<file path="src/rtl/qrmc_pkg.sv">
package qrmc_pkg;

  // Frame geometry.
  localparam int FRAME_WIDTH  = 640;
  localparam int FRAME_HEIGHT = 480;

  // Field widths.
  localparam int COORD_X_W = 10;
  localparam int COORD_Y_W = 9;
  localparam int CHAN_W    = 8;
  localparam int CNT_W     = 19;
  localparam int CFG_IDX_W = 3;

  // Frame bounds, one bit wider than the coordinates so that a full-range frame fits.
  localparam int XL_W = COORD_X_W + 1;
  localparam int YL_W = COORD_Y_W + 1;
  localparam logic [XL_W-1:0] X_LIMIT = XL_W'(FRAME_WIDTH);
  localparam logic [YL_W-1:0] Y_LIMIT = YL_W'(FRAME_HEIGHT);

  // The count saturates at the frame size, or at the largest count value.
  localparam int CNT_MAX_INT = (1 << CNT_W) - 1;
  localparam int FRAME_PIXELS = FRAME_WIDTH * FRAME_HEIGHT;
  localparam logic [CNT_W-1:0] CNT_LIMIT =
    (FRAME_PIXELS > CNT_MAX_INT) ? CNT_W'(CNT_MAX_INT) : CNT_W'(FRAME_PIXELS);

  localparam logic [CNT_W-1:0] THRESHOLD_RESET = CNT_W'(500);

  // Arithmetic widths of the triangle test.
  // One product of a coordinate and a coordinate difference fits in PROD_W signed bits,
  // and a sum of four products in SUM_W.
  localparam int PROD_W = 21;
  localparam int SUM_W  = 23;

  typedef logic signed [PROD_W-1:0] prod_t;
  typedef logic signed [SUM_W-1:0]  sum_t;

  // Corner register layout: x in the low bits, y above.
  typedef struct packed {
    logic [COORD_Y_W-1:0] y;
    logic [COORD_X_W-1:0] x;
  } corner_t;

  typedef struct packed {
    logic [COORD_X_W-1:0] pixel_x;
    logic [COORD_Y_W-1:0] pixel_y;
    logic [CHAN_W-1:0]    chan0;
    logic [CHAN_W-1:0]    chan1;
    logic [CHAN_W-1:0]    chan2;
    logic                 end_of_frame;
  } in_item_t;

  typedef struct packed {
    logic             motion;
    logic [CNT_W-1:0] changed_count;
  } out_item_t;

  // Control that travels down the pipeline beside each item.
  typedef struct packed {
    logic valid;
    logic eof;
    logic cand;
  } ctrl_t;

  // Configuration register indexes.
  typedef enum logic [CFG_IDX_W-1:0] {
    REG_CORNER_A  = 3'd0,
    REG_CORNER_B  = 3'd1,
    REG_CORNER_C  = 3'd2,
    REG_CORNER_D  = 3'd3,
    REG_THRESHOLD = 3'd4
  } cfg_reg_e;

  // Zero-extend a coordinate into the signed product width.
  function automatic prod_t widen_x(input logic [COORD_X_W-1:0] v);
    return prod_t'({{(PROD_W-COORD_X_W){1'b0}}, v});
  endfunction

  function automatic prod_t widen_y(input logic [COORD_Y_W-1:0] v);
    return prod_t'({{(PROD_W-COORD_Y_W){1'b0}}, v});
  endfunction

  // Signed product at full operand width; the true value always fits.
  function automatic prod_t mul(input prod_t a, input prod_t b);
    return a * b;
  endfunction

endpackage

</file>
<file path="src/rtl/qrmc_count.sv">
module qrmc_count import qrmc_pkg::*; (
  input  logic             clk,
  input  logic             rst_n,
  input  ctrl_t            ctl,
  input  logic             hit,
  input  logic [CNT_W-1:0] threshold,
  input  logic             out_stall,
  output logic             adv,
  output logic             out_valid,
  output out_item_t        out_data
);

  logic [CNT_W-1:0] cnt_r, cnt_nxt, cnt_inc;
  logic             out_valid_r, out_valid_nxt;
  out_item_t        out_data_r;
  logic             counted;

  // The pipeline moves whenever the result register is empty or being taken.
  assign adv = !out_valid_r || !out_stall;

  // Saturating count including the current item.
  assign counted = ctl.cand && hit;
  assign cnt_inc = (counted && (cnt_r < CNT_LIMIT)) ? cnt_r + CNT_W'(1) : cnt_r;

  always_comb begin
    cnt_nxt       = cnt_r;
    out_valid_nxt = out_valid_r;
    if (adv) begin
      out_valid_nxt = ctl.valid && ctl.eof;
      if (ctl.valid) begin
        cnt_nxt = ctl.eof ? '0 : cnt_inc;
      end
    end
  end

  always_ff @(posedge clk) begin
    if (!rst_n) begin
      cnt_r       <= '0;
      out_valid_r <= 1'b0;
    end else begin
      cnt_r       <= cnt_nxt;
      out_valid_r <= out_valid_nxt;
    end
  end

  // The frame report is loaded on the end-of-frame item.
  always_ff @(posedge clk) begin
    if (adv && ctl.valid && ctl.eof) begin
      out_data_r.changed_count <= cnt_inc;
      out_data_r.motion        <= (cnt_inc > threshold);
    end
  end

  assign out_valid = out_valid_r;
  assign out_data  = out_data_r;

  // The count never passes its saturation limit.
  assert property (@(posedge clk) disable iff (!rst_n) cnt_r <= CNT_LIMIT)
    else $error("count above saturation limit");

  // An end-of-frame item yields a report and restarts the count.
  assert property (@(posedge clk) disable iff (!rst_n)
    (adv && ctl.valid && ctl.eof) |=> (out_valid_r && (cnt_r == '0)))
    else $error("end of frame did not report and clear");

  // Any other item moves the count by at most one.
  assert property (@(posedge clk) disable iff (!rst_n)
    (adv && ctl.valid && !ctl.eof) |=>
      ((cnt_r == $past(cnt_r)) || (cnt_r == $past(cnt_r) + CNT_W'(1))))
    else $error("count stepped by more than one");

  // A frozen pipeline leaves the count alone.
  assert property (@(posedge clk) disable iff (!rst_n) !adv |=> $stable(cnt_r))
    else $error("count changed while stalled");

endmodule

</file>
<file path="config.mk">
export PLATFORM = sky130hd
export DESIGN_NAME = qrmc_count
export DESIGN_NICKNAME = d
export VERILOG_FILES = /design/src/rtl/qrmc_pkg.sv /design/src/rtl/qrmc_count.sv
export SDC_FILE = /design/constraint.sdc
export NUM_CORES = 1
export LEC_CHECK = 0
export ABC_AREA = 1
export BUFFER_PORTS_ARGS = -buffer_cell sky130_fd_sc_hd__clkbuf_2
export CAP_MARGIN = 20
export CORE_MARGIN = 2
export CORE_UTILIZATION = 53
export CTS_CLUSTER_SIZE = 12
export DETAILED_ROUTE_END_ITERATION = 8
export PLACE_DENSITY = 0.84
export SLEW_MARGIN = 15
export SYNTH_ARGS = -nofsm -noshare
export SYNTH_HDL_FRONTEND = slang
export SYNTH_SLANG_ARGS = --single-unit
export TNS_END_PERCENT = 30
</file>
<file path="constraint.sdc">
create_clock -name clk -period 3.2 [get_ports clk]
set_input_delay 0 -clock clk [delete_from_list [all_inputs] [get_ports clk]]
set_output_delay 0 -clock clk [all_outputs]
set_load 0.01 [all_outputs]
</file>
# Yosys cells after proc, flatten, opt, wreduce, memory -nomap -nowiden
# Index checks and enable logic that the tools add are counted.
# op_classes
add_sub_neg,1
order_cmp,2
muxes,2
n_reduce_logical,9
# op_table
op,n
$mux W19,2
$add A19 B1 Y19 const B,1
$gt A19 B19 Y1,1
$lt A19 B19 Y1 const B,1
$logic_and A1 B1 Y1,5
$logic_not A1 Y1,2
$reduce_and A2 Y1,1
$logic_or A1 B1 Y1,1
# word_totals
reg_bits,40
inputBits,26
wordCells,18

# Logic depth before layout (Yosys ltp)
# logic_depth
ltp_word,4
ltp_mapped,18

# Least setup slack after synthesis
# Ideal clock, no wire load.
# synth_path
kind,reg-to-reg
startpoint,register cnt_r[0]
endpoint,register out_data_r (netlist bit out_data[19]) (data pin)
setup_time_ns,0.127
arrival_ns,2.312
slack_ns,0.761
stages_incl_launch_ff,17
n_path_buf,0
period_less_slack_ns,2.439
cell_sequence,dfxtp_1 > ha_1 > inv_1 > nor2_4 > nand2_1 > nor2_1 > xor2_1 > a21boi_0 > ha_1 > inv_1 > nor2_1 > nand2_1 > nor2_1 > nand4_1 > nand3_1 > nand2_1 > inv_1
# synth_between
elab_chain_len,4
word_cells_on_any_way,5
# synth_lines
element,line,rtl
start: declaration,qrmc_count.sv:13,"logic [CNT_W-1:0] cnt_r, cnt_nxt, cnt_inc;"
start signal: assignment,qrmc_count.sv:41,cnt_r <= cnt_nxt;
$lt A19 B19 Y1,qrmc_count.sv:23,assign cnt_inc = (counted && (cnt_r < CNT_LIMIT)) ? cnt_r + CNT_W'(1) : cnt_r;
$logic_and A1 B1 Y1,qrmc_count.sv:23,
$mux W19 (*),qrmc_count.sv:23,
named net cnt_inc[16],qrmc_count.sv:13,
$gt A19 B19 Y1 (*),qrmc_count.sv:50,out_data_r.motion <= (cnt_inc > threshold);
end: declaration,qrmc_count.sv:15,out_item_t out_data_r;
# The timed path passes the listed nets; every way through them passes the cells marked *.
# A chain may end at the register's enable or synchronous reset.

# Worst setup path in the final report
# Ends and elaborated chain as after synthesis.

==> results.md <==
* Status: complete, no violations
* Synth unique cells at 34
* Overall Global Routing Usage at 21.26%
* Cells after Synth at ~340
* Period utilization at ~90%
* Hold depth at 3
* Die height at around 74 um
* Root Buffer: clkbuf_8
* Antenna Nets Post-Route at 0
* Design internal power at ~0.76 mW
* Clock network power share at around a third
* Critical path endpoint category: flop
* Layout fillers at 393
* Overflow after GRT at 0
* Yosys top cell by area: edfxtp_1
* R2R depth at 16
* Relative slew slack at 30.45%
* Hold path startpoint: ctl[1]
* Routability Congestion at 0.9540
* Initial DRC Count at between 90 and 100
* Number of global-route vias before repair at 2,092
* Synthesized Nets at 383
* Clock transition at the registers of the reported paths at ~80 ps
* PwrDens at 359.8 nW/um2
* Cell Count, Final, Fillers Out at 438
* First-pass GRT wire length at between 8000 and 9000 um
* Worst Tran Pin Value at 1043 ps
* P&R area growth vs syn at 13.54%
* Post-synth top area share at 23.30%
* R2r endpoint: out_data[19]
* Min Tclk post-route at 2819 ps
* Post-synthesis sequential area ratio at 38.83%
* Antenna cells at 0
* Req. time, crit path at between 3000 and 4000 ps
* Pleak at between 1 and 1.5 nW
* Antenna violations before repair at 0
* DP HPWL at ~4100 um
* Nets at approximately 430
* Die ar. at between 5000 and 6000 um2
* Pwr Total at approximately 1.1 mW
* FF+latch area at between 1000 and 1500 um2
* CTS Sinks at 40
* Post-CTS Setup Inserts at 0
* CP Class: flop to flop
* Drt drc at 0
* Setup_tns at 0 ps
* DR WL/cell at ~12 um
* Crit path arrival time at approximately 3000 ps
* Max-slew violations at 0
* Vias at between 2,000 and 2,500
* Flop pwr share at 53.7%
* Skew-Pair Late Insertion Delay at about 300 ps
* Max-cap viol count at 0
* Clock buffer count from CTS at 5
* Avg Inst Size Synth at around 7.6 um2
* Count of final setup violators at 0
* Ports at between 40 and 50
* H-tree Lvls at 2
* Post-layout util at approximately 62%
* Largest cells by area after synthesis: edfxtp_1, dfxtp_1, nand2_1
* R2r startpoint: cnt_r[0]
* Clk_skew at around 9.9 ps
* IO Port Bufs at 47
* Unrepaired setup endpoints after global routing: no
* Core outline area at between 4000 and 5000 um2
* Layout cell share with drive strength beyond 1 at about a fifth
* Clock buffer depth at 2
* Dpl cells at 429
* Yosys warning total at 0
* Worst VDD drop at between 0.15 and 0.2 mV
* Pin count of the biggest net entering global routing at 33
* Final hold viol count at 0
* Site row count at 25
* Setup slack, reg-to-reg at between 300 and 400 ps
* Post-Route WL at about 5400 um
* Post-Synthesis Cell Area at ~2600 um2
* Comb power frac at 14.1%
* Via density at 5.192
* Footprint of the multi-input gates at around 1400 um2
* Post-synthesis sequential element count at 40
* CTS tree: done
* Setup crit start kind: flop
* Tightest Hold Check Type: primary input to flop
* Psw at slightly below 0.3 mW
* Critical path peak fanout at 7
* Starting Density at a little over half
* Switching share of power at a little over a quarter
* DRT Pass-1 Iters at 4
* Width of the die at ~74 um
* Fmax at about 350 MHz
* Hold Crit Endpoint: out_valid
## worst max-delay path by stage
stage | end | depth (start not counted) | slack, ps | from
floorplan | out_data[19] | 16 | 760 | cnt_r[0]
global placement | out_data[19] | 16 | 380 | cnt_r[0]
detailed placement | out_data[19] | 14 | 260 | cnt_r[0]
CTS | out_data[19] | 14 | 260 | cnt_r[0]
global route | out_data[19] | 16 | 20 | cnt_r[0]
finish | out_data[19] | 16 | 380 | cnt_r[0]
## through the flow
| stage | cell area, um2 | hold WS [ps] | worst slack (ps) |
|---|---|---|---|
| final | 2927 | 6.241 | 380.6 |
| after global routing | 2927 | 42.53 | 23.80 |
| after CTS | 2925 | 0.2295 | 257.6 |
| after detailed placement | 2828 | 304.4 | 255.6 |
| after global placement | 2828 | 296.6 | 382.1 |
| after floorplan | 2577 | 94.13 | 761.2 |
## critical path: stages, from the launching register on
cell	delay [ps]
dfxtp_2	430
ha_1	240
inv_1	80
nor2_4	160
nand2_1	100
nor2_1	150
xor2_1	200
a21boi_0	210
ha_1	380
inv_1	40
nor2_1	200
nand2_1	80
nor2_1	150
nand4_1	110
nand3_1	90
nand2_1	50
inv_1	40
## registers in the layout, indices dropped and copies added (netlist names)
register   cells
cnt_r         19
out_data      20
out_valid      1
## layer usage
layer / global-route usage [%] / share of wire [%] / vias up
met4: 7.677 / 1.4 / 0
met1: 25.75 / 45 / 1012
met3: 4.938 / 5.2 / 8
met5: 0 / 0 / -
li1: - / - / 1195
met2: 36.61 / 49 / 59
## repair_timing
| action | CTS | global route |
|---|---|---|
| hold buffers | 1 | 0 |
| setup endpoints to repair | 0 | 1 |
| gates resized for setup | 0 | 1 |
| endpoints found under the hold margin | 1 | 0 |
## area by class of cell
class / instances / area share [%]
Multi-Input combinational cell: 245 / 46.56
Tap cell: 54 / 2.309
Timing Repair Buffer: 48 / 8.380
Clock buffer: 5 / 2.351
Sequential cell: 40 / 34.25
Inverter: 43 / 5.515
Clock inverter: 3 / 0.6413
## logic make-up (layout without fill, tap and decap cells)
| logic type | count (synthesis) | in the layout | synth area share [%] |
|---|---|---|---|
| compound gates | 48 | 48 | 10.39 |
| flops | 40 | 40 | 38.83 |
| simple gates | 168 | 168 | 29.27 |
| buf+inv | 52 | 99 | 8.447 |
| xor+xnor | 9 | 9 | 3.350 |
| fa+ha+maj | 20 | 20 | 9.709 |
## power by group through the flow
stage / logic (mW) / clock network, mW / registers [mW]
after global routing: 0.168 / 0.362 / 0.568
after floorplan: 0.0927 / 0 / 0.583
final: 0.148 / 0.339 / 0.566
after detailed placement: 0.146 / 0 / 0.578
after global placement: 0.142 / 0 / 0.577
after CTS: 0.148 / 0.346 / 0.566
## layout by cell type (no fill, tap or decap), drive strengths merged
cell type | synthesis | routed
nand3 | 25 | 25
inv | 43 | 43
ha | 20 | 20
a31oi | 1 | 1
nor2b | 1 | 1
nand4 | 6 | 6
clkbuf | 3 | 52
a21oi | 31 | 31
dfxtp | 20 | 20
a21boi | 2 | 2
or2 | 4 | 4
nor3 | 2 | 2
o21bai | 1 | 1
clkinv | 0 | 3
xor2 | 9 | 9
nand2 | 95 | 95
nor2 | 26 | 26
o21ai | 10 | 10
dlygate4sd3 | 0 | 1
and2 | 8 | 8
o31ai | 1 | 1
edfxtp | 20 | 20
o211ai | 2 | 2
nand2b | 1 | 1
## cells in the mapped netlist
cell type and instances:
buf_6 2, o21ai_1 6, xor2_2 1, nor2_2 4, clkbuf_1 3, nand3_1 23, o211ai_1 2, nor2_4 1
nor3_1 2, nor2b_4 1, nand2b_1 1, nand3_2 2, nand4_1 6, edfxtp_1 20, and2_1 8, inv_2 5
nand2_1 93, xor2_1 8, o21ai_0 4, a21oi_1 31, nor2_1 21, or2_2 1, or2_0 1, o21bai_4 1
dfxtp_1 20, o31ai_1 1, nand2_2 2, buf_4 1, or2_1 2, a21boi_0 2, ha_1 20, inv_1 38
a31oi_1 1, buf_2 3
(Power assumes the default switching activity.)
