### src/rtl/qrmc_pkg.sv
package qrmc_pkg;

  // Frame geometry.
  localparam int FRAME_WIDTH  = 640;
  localparam int FRAME_HEIGHT = 480;

  // Field widths.
  localparam int COORD_X_W = 10;
  localparam int COORD_Y_W = 9;
  localparam int CHAN_W    = 8;
  localparam int CNT_W     = 19;
  localparam int CFG_IDX_W = 3;

  // Frame bounds, one bit wider than the coordinates so that a full-range frame fits.
  localparam int XL_W = COORD_X_W + 1;
  localparam int YL_W = COORD_Y_W + 1;
  localparam logic [XL_W-1:0] X_LIMIT = XL_W'(FRAME_WIDTH);
  localparam logic [YL_W-1:0] Y_LIMIT = YL_W'(FRAME_HEIGHT);

  // The count saturates at the frame size, or at the largest count value.
  localparam int CNT_MAX_INT = (1 << CNT_W) - 1;
  localparam int FRAME_PIXELS = FRAME_WIDTH * FRAME_HEIGHT;
  localparam logic [CNT_W-1:0] CNT_LIMIT =
    (FRAME_PIXELS > CNT_MAX_INT) ? CNT_W'(CNT_MAX_INT) : CNT_W'(FRAME_PIXELS);

  localparam logic [CNT_W-1:0] THRESHOLD_RESET = CNT_W'(500);

  // Arithmetic widths of the triangle test.
  // One product of a coordinate and a coordinate difference fits in PROD_W signed bits,
  // and a sum of four products in SUM_W.
  localparam int PROD_W = 21;
  localparam int SUM_W  = 23;

  typedef logic signed [PROD_W-1:0] prod_t;
  typedef logic signed [SUM_W-1:0]  sum_t;

  // Corner register layout: x in the low bits, y above.
  typedef struct packed {
    logic [COORD_Y_W-1:0] y;
    logic [COORD_X_W-1:0] x;
  } corner_t;

  typedef struct packed {
    logic [COORD_X_W-1:0] pixel_x;
    logic [COORD_Y_W-1:0] pixel_y;
    logic [CHAN_W-1:0]    chan0;
    logic [CHAN_W-1:0]    chan1;
    logic [CHAN_W-1:0]    chan2;
    logic                 end_of_frame;
  } in_item_t;

  typedef struct packed {
    logic             motion;
    logic [CNT_W-1:0] changed_count;
  } out_item_t;

  // Control that travels down the pipeline beside each item.
  typedef struct packed {
    logic valid;
    logic eof;
    logic cand;
  } ctrl_t;

  // Configuration register indexes.
  typedef enum logic [CFG_IDX_W-1:0] {
    REG_CORNER_A  = 3'd0,
    REG_CORNER_B  = 3'd1,
    REG_CORNER_C  = 3'd2,
    REG_CORNER_D  = 3'd3,
    REG_THRESHOLD = 3'd4
  } cfg_reg_e;

  // Zero-extend a coordinate into the signed product width.
  function automatic prod_t widen_x(input logic [COORD_X_W-1:0] v);
    return prod_t'({{(PROD_W-COORD_X_W){1'b0}}, v});
  endfunction

  function automatic prod_t widen_y(input logic [COORD_Y_W-1:0] v);
    return prod_t'({{(PROD_W-COORD_Y_W){1'b0}}, v});
  endfunction

  // Signed product at full operand width; the true value always fits.
  function automatic prod_t mul(input prod_t a, input prod_t b);
    return a * b;
  endfunction

endpackage

### src/rtl/qrmc_tri.sv
module qrmc_tri import qrmc_pkg::*; (
  input  logic                 clk,
  input  logic                 adv,
  input  corner_t              q0,
  input  corner_t              q1,
  input  corner_t              q2,
  input  logic [COORD_X_W-1:0] px,
  input  logic [COORD_Y_W-1:0] py,
  output logic                 hit
);

  prod_t x0, y0, x1, y1, x2, y2, pxw, pyw;

  prod_t sp0_r, sp1_r, sp2_r, sp3_r;
  prod_t tp0_r, tp1_r, tp2_r, tp3_r;
  prod_t ap0_r, ap1_r, ap2_r, ap3_r;

  sum_t s_r, t_r, a_r;
  sum_t sn, tn, an;
  logic inside_nxt, inside_r;

  // Operands in signed form.
  assign x0  = widen_x(q0.x);
  assign y0  = widen_y(q0.y);
  assign x1  = widen_x(q1.x);
  assign y1  = widen_y(q1.y);
  assign x2  = widen_x(q2.x);
  assign y2  = widen_y(q2.y);
  assign pxw = widen_x(px);
  assign pyw = widen_y(py);

  // First stage: every product of the two barycentric sums and the doubled area.
  always_ff @(posedge clk) begin
    if (adv) begin
      sp0_r <= mul(y0, x2);
      sp1_r <= mul(x0, y2);
      sp2_r <= mul(y2 - y0, pxw);
      sp3_r <= mul(x0 - x2, pyw);
      tp0_r <= mul(x0, y1);
      tp1_r <= mul(y0, x1);
      tp2_r <= mul(y0 - y1, pxw);
      tp3_r <= mul(x1 - x0, pyw);
      ap0_r <= mul(y1, x2);
      ap1_r <= mul(y0, x2 - x1);
      ap2_r <= mul(x0, y1 - y2);
      ap3_r <= mul(x1, y2);
    end
  end

  // Second stage: sum the products.
  always_ff @(posedge clk) begin
    if (adv) begin
      s_r <= SUM_W'(sp0_r) - SUM_W'(sp1_r) + SUM_W'(sp2_r) + SUM_W'(sp3_r);
      t_r <= SUM_W'(tp0_r) - SUM_W'(tp1_r) + SUM_W'(tp2_r) + SUM_W'(tp3_r);
      a_r <= SUM_W'(ap1_r) - SUM_W'(ap0_r) + SUM_W'(ap2_r) + SUM_W'(ap3_r);
    end
  end

  // Third stage: fold the orientation into the sums and test strict containment.
  // A zero area leaves no room for both sums to be positive and below it.
  always_comb begin
    if (a_r[SUM_W-1]) begin
      sn = -s_r;
      tn = -t_r;
      an = -a_r;
    end else begin
      sn = s_r;
      tn = t_r;
      an = a_r;
    end
    inside_nxt = (s_r[SUM_W-1] == t_r[SUM_W-1]) && (sn > 0) && (tn > 0) &&
                 ((sn + tn) < an);
  end

  always_ff @(posedge clk) begin
    if (adv) begin
      inside_r <= inside_nxt;
    end
  end

  assign hit = inside_r;

endmodule

### config.mk
export PLATFORM = sky130hd
export DESIGN_NAME = qrmc_tri
export DESIGN_NICKNAME = d
export VERILOG_FILES = /design/src/rtl/qrmc_pkg.sv /design/src/rtl/qrmc_tri.sv
export SDC_FILE = /design/constraint.sdc
export NUM_CORES = 2
export LEC_CHECK = 0
export ABC_AREA = 1
export BUFFER_PORTS_ARGS = -buffer_cell sky130_fd_sc_hd__buf_2
export CAP_MARGIN = 20
export CORE_ASPECT_RATIO = 0.9
export CORE_MARGIN = 2
export CORE_UTILIZATION = 50
export DETAILED_ROUTE_END_ITERATION = 10
export GPL_TIMING_DRIVEN = 1
export PLACE_DENSITY = 0.66
export SETUP_SLACK_MARGIN = 0.1
export SYNTH_ARGS = -nofsm -noshare
export SYNTH_HDL_FRONTEND = slang
export SYNTH_SLANG_ARGS = --single-unit
export TNS_END_PERCENT = 100
### constraint.sdc
create_clock -name clk -period 9.15 [get_ports clk]
set_clock_uncertainty 0.15 [all_clocks]
set_input_delay 0.4575 -clock clk [delete_from_list [all_inputs] [get_ports clk]]
set_output_delay 0.4575 -clock clk [all_outputs]
set_load 0.01 [all_outputs]
== Word level (Yosys, flattened, before mapping) ==
Cells that the tools add are included.

* Flip-flop bits (word level): 310
* Input port bits: 78
* Output and inout port bits: 1
* Word-level logic and storage cells: 57

* $add $sub $neg: 19
* Multipliers: 12
* Magnitude comparators: 3
* Eq/ne operators: 1
* Multiplexer cells: 3
* Reduce and logical (&&, ||, !) cells: 3

{| class="wikitable"
|+ Operator list
! cell !! number
|-
| adder 22 x 21 -> 23 bit || 3
|-
| two-way mux 23 bit || 3
|-
| negation 23 bit || 3
|-
| multiplier 10 x 11 -> 21 bit || 3
|-
| multiplier 11 x 10 -> 21 bit || 3
|-
| multiplier 10 x 9 -> 19 bit || 3
|-
| multiplier 9 x 10 -> 19 bit || 3
|-
| greater-than comparator 23 x 1 -> 1 bit (second input constant) || 2
|-
| adder 20 x 21 -> 22 bit || 2
|-
| subtractor 19 x 19 -> 20 bit || 2
|-
| subtractor 10 x 10 -> 11 bit || 3
|-
| subtractor 9 x 9 -> 10 bit || 3
|-
| adder 23 x 20 -> 23 bit || 1
|-
| adder 23 bit || 1
|-
| < comparator 23 bit || 1
|-
| subtractor 21 x 20 -> 22 bit || 1
|-
| logical AND 1 bit || 3
|-
| == test 1 bit || 1
|}

== Longest topological paths before layout ==
* Word-level depth: 6
* Gate-level depth with buffers: 34
* Gate-level depth less buffers: 33

== Least setup slack after synthesis ==
OpenSTA, ideal clock, no wires.

* Kind: input to register
* Start point: input port q1[2] (netlist name)
* End point: register ap1_r[17] (data pin)
* Library setup time: 0.265 ns
* Arrival: 6.341 ns
* Setup slack: 2.394 ns
* Cell stages on the path: 31
* Buffers on the path: 2
* Path through: clkbuf_1 buf_1 inv_1 ha_1 a21oi_1 o21ai_2 a21oi_1 or2_2 a21oi_1 or2_2 nand2_1 inv_2 nand2_1 fa_1 inv_1 fa_1 inv_1 fa_1 inv_1 fa_1 inv_1 fa_1 inv_1 ha_1 nand2_1 nor2_1 inv_1 o21ai_2 a21oi_1 o21ai_0 xor2_1

* Cells in the longest elaborated chain, start to end: 2

{| class="wikitable"
|+ RTL lines
! item !! line !! source
|-
| start: declaration || qrmc_tri.sv:5 || <nowiki>input corner_t q1,</nowiki>
|-
| subtractor 10 x 10 -> 11 bit || qrmc_tri.sv:44 || <nowiki>ap1_r <= mul(y0, x2 - x1);</nowiki>
|-
| multiplier 10 x 11 -> 21 bit || qrmc_pkg.sv:84 || <nowiki>return a * b;</nowiki>
|-
| end signal: assignment || qrmc_tri.sv:44 ||
|-
| end: declaration || qrmc_tri.sv:16 || <nowiki>prod_t ap0_r, ap1_r, ap2_r, ap3_r;</nowiki>
|}

No other way between the ends.
A chain may end at the register's enable or synchronous reset.

== Final worst setup path ==
* Start point: input port q1[3] (netlist name)
* End point: register tp3_r[19] (data pin)

* Cells in the longest elaborated chain, start to end: 2

{| class="wikitable"
|+ RTL lines
! item !! line !! source
|-
| subtractor 10 x 10 -> 11 bit || qrmc_tri.sv:42 || <nowiki>tp3_r <= mul(x1 - x0, pyw);</nowiki>
|-
| multiplier 11 x 10 -> 21 bit || qrmc_pkg.sv:84 ||
|-
| end signal: assignment || qrmc_tri.sv:42 ||
|-
| end: declaration || qrmc_tri.sv:15 || <nowiki>prod_t tp0_r, tp1_r, tp2_r, tp3_r;</nowiki>
|}

No other way between the ends.

==> impl_metrics.toml <==
[clock_network]
clk_pin_slew_worst_paths_ps = 70
insertion_delay_ps = 600
cts.htree.levels = 2
cts_buffer_depth = 3
cts_inserted_buffers = 41
cts.sinks = 310
cts_resized = 0
cts_root_buffer = "clkbuf_16"
hold_buffers = 0
cts_tree = "built"
postCtsSetupRepairBufs = 0

[grt]
grt-ovfl-total = 0
grt_max_degree = 181
grt_pass1_vias = 50200
antenna_found_initial = 6
gr-usage-all-layers_pct = 29.5
grt_pass1_wl_microns = 287000

[sta]
finalSetupViolCount = 0
hold_viol = 0
post-route-min-period_ps = 7190
slew_viol_final = 0
max_slew_margin_pct = 24.8
worst_pin_slew_ps = 1130
max_freq_ghz = 0.139
finalSetupTns_ps = 0
hold_slack_ps = 194
fin_crit_sh_pct = 78.6
rsz0062_at_grt = "no"

[setup_path]
critPathKind = "primary input to flop"
start_kind = "primary input"
cp-end-kind = "flop"
r2r_start = "sp1_r[10]"
critPathArrivalTime_ps = 7350
required_ps = 9300
r2r_end = "s_r[22]"
worstPathMaxFanout = 20
path_common_cell = "fa_1"
slowest_delay_ps = 770
r2r_setup_slack_ps = 3800
cpMaxStageDelayCell = "xor2_1"
worstPathCellList = "buf_2, ha_1, a21oi_1, o21ai_0, a21o_1, xor2_1, inv_1, nor2_1, fa_1, fa_1, fa_1, fa_1, inv_1, fa_1, inv_1, ha_1, a21oi_1, o21ai_0, a221oi_1, nand3_1, xor2_1"
rr_worst_depth = 21

[floorplan]
die_x_microns = 375
io_pins = 79
die_area_sq_um = 127000
core_area_sq_um = 123000
start_util_pct = 50.4
die_h_microns = 338
row_count = 122

[yosys]
synthDistinctLibCells = 48
synth_cells = 7650
syn-num-nets = 9395
avgSynthCellArea_sq_um = 8.10
ys_seq_area_share_pct = 15.0
synth-edff-count = 310
synth-seq-cells = 310
yosys_warnings = 0
async_flop_share_pct = 0
syn_area_sq_um = 61900
synth_flop_cell = "edfxtp_1"

[route]
wl_per_cell_microns = 19.7
drtAntennaViolNets = 0
wl_microns = 183000
first_pass_iters = 6
drtIter0Drc = 4040
num_vias = 49500
drc_errors = 0
viasPerCell = 5.33

[flow_run]
max_cap_viol_count = 0

[place]
io_buffers = 78
gp_congestion = 0.963
place_hpwl_microns = 151000

[final_layout]
post-route-util_pct = 53.2
multi_input_area_sq_um = 44400
final-seq-area_sq_um = 9310
fill_cells = 11600
synthToLayoutAreaGrowth_pct = 5.52
layout.nets = 9389
drive_above_1_share_pct = 3.69

[min_path]
min_to = "ap0_r[7]"
min_path_type = "primary input to flop"
worstHoldStart = "adv"
holdPathStages = 1

[run_status]
run_status = "complete, no violations"
-- per-stage QoR --
stage / cells / worst slack (ps) / cell area (sq um)
after CTS: 9287 / 2100 / 65300
after floorplan: 7650 / 2390 / 61900
after global placement: 9213 / 1560 / 64100
after detailed placement: 9213 / 1500 / 64100
after global routing: 9290 / 1560 / 65400
final: 9291 / 1960 / 65400
-- state kept, by name, indices dropped and copies added (netlist names) --
signal  flops
sp3_r      21
t_r        23
sp2_r      21
sp1_r      19
tp0_r      19
hit         1
s_r        23
a_r        23
ap0_r      19
ap1_r      21
sp0_r      19
ap2_r      21
ap3_r      19
tp2_r      21
tp3_r      21
tp1_r      19
-- how the worst max path moves through the flow --
stage | startpoint | to | slack (ps) | cells after the start
after floorplan | q1[2] | ap1_r[17] | 2390 | 31
after detailed placement | q0[0] | sp3_r[20] | 1500 | 27
after global routing | q0[0] | sp3_r[17] | 1560 | 26
final | q1[3] | tp3_r[19] | 1960 | 21
after CTS | q1[3] | tp3_r[19] | 2100 | 21
after global placement | q1[3] | tp3_r[18] | 1560 | 23
-- final cells by class --
cell class | count | share of cell area, %
antenna | 4 | 0.0153
clock buffer | 46 | 1.60
clock inverter | 28 | 0.364
inverter | 2013 | 11.6
multi-input combinational | 5150 | 67.9
sequential | 310 | 14.2
tap | 1612 | 3.09
timing repair buffer | 128 | 1.21
-- metal layers --
metal  GRT usage [%]  part of all wire (%)
met5               0                 0.015
met4            10.0                   3.8
met3            4.83                   8.4
met2            47.3                    44
met1            40.9                    43
-- cells by family after synthesis --
group / after synthesis / synth area share [%]
AO/OA/AOI/OAI: 744 / 6.72
XOR/XNOR: 360 / 5.15
buffers and inverters: 2190 / 13.3
flip-flops: 310 / 15.0
AND/OR/NAND/NOR: 2379 / 15.4
adder cells (fa/ha/maj): 1667 / 44.4
-- synthesized netlist by cell type, types with 2 or more instances --
library cell	n	area share (%)
xor2_2	5	0.13
o211ai_1	11	0.13
or2_2	46	0.46
a211oi_1	9	0.11
and2_1	9	0.091
a31oi_1	22	0.22
fa_1	883	29
o21bai_1	12	0.15
o311ai_0	2	0.028
buf_2	10	0.081
nor3b_1	2	0.024
o21a_1	10	0.12
a21oi_1	388	3.1
xor2_1	215	3.0
nor2_1	517	3.1
nand3_1	173	1.4
a21boi_1	7	0.085
inv_2	7	0.042
or2_1	4	0.040
nand4_1	32	0.32
clkbuf_1	144	0.87
o21ai_2	12	0.17
nand2_2	5	0.051
nand2_1	1520	9.2
a21boi_0	12	0.15
o221ai_1	5	0.071
nor4_1	5	0.051
xnor2_1	140	2.0
ha_1	784	16
o21ai_0	161	1.3
inv_1	1998	12
a21o_1	19	0.23
o2111ai_1	7	0.099
nand2_4	2	0.036
a21oi_2	10	0.14
clkinv_1	8	0.048
edfxtp_1	310	15
o31ai_1	21	0.25
buf_1	23	0.14
nor3_1	44	0.36
nand3b_1	19	0.23
o21ai_1	31	0.25
-- layout by cell type, fill, tap and decap left out, types with 19 or more instances in the layout --
cell type	instances
edfxtp_1	310
nand3_1	173
nand2_1	1520
nor2_1	517
buf_4	49
xor2_1	215
o21ai_1	31
or2_2	46
xnor2_1	140
buf_2	77
nor3_1	44
a21oi_1	388
o21ai_0	161
inv_1	1998
nand3b_1	19
fa_1	883
clkbuf_16	41
a21o_1	19
ha_1	784
nand4_1	32
a31oi_1	22
o31ai_1	21
-- worst max-delay path, delay by kind of cell --
family	cells	cell delay, ps
buffers and inverters	4	990
AO/OA/AOI/OAI	6	1390
XOR/XNOR	2	950
adder cells (fa/ha/maj)	7	3170
AND/OR/NAND/NOR	2	380
Power is not shown: default switching activity piles up to over one toggle a cycle in this logic, so the estimate is an artifact.
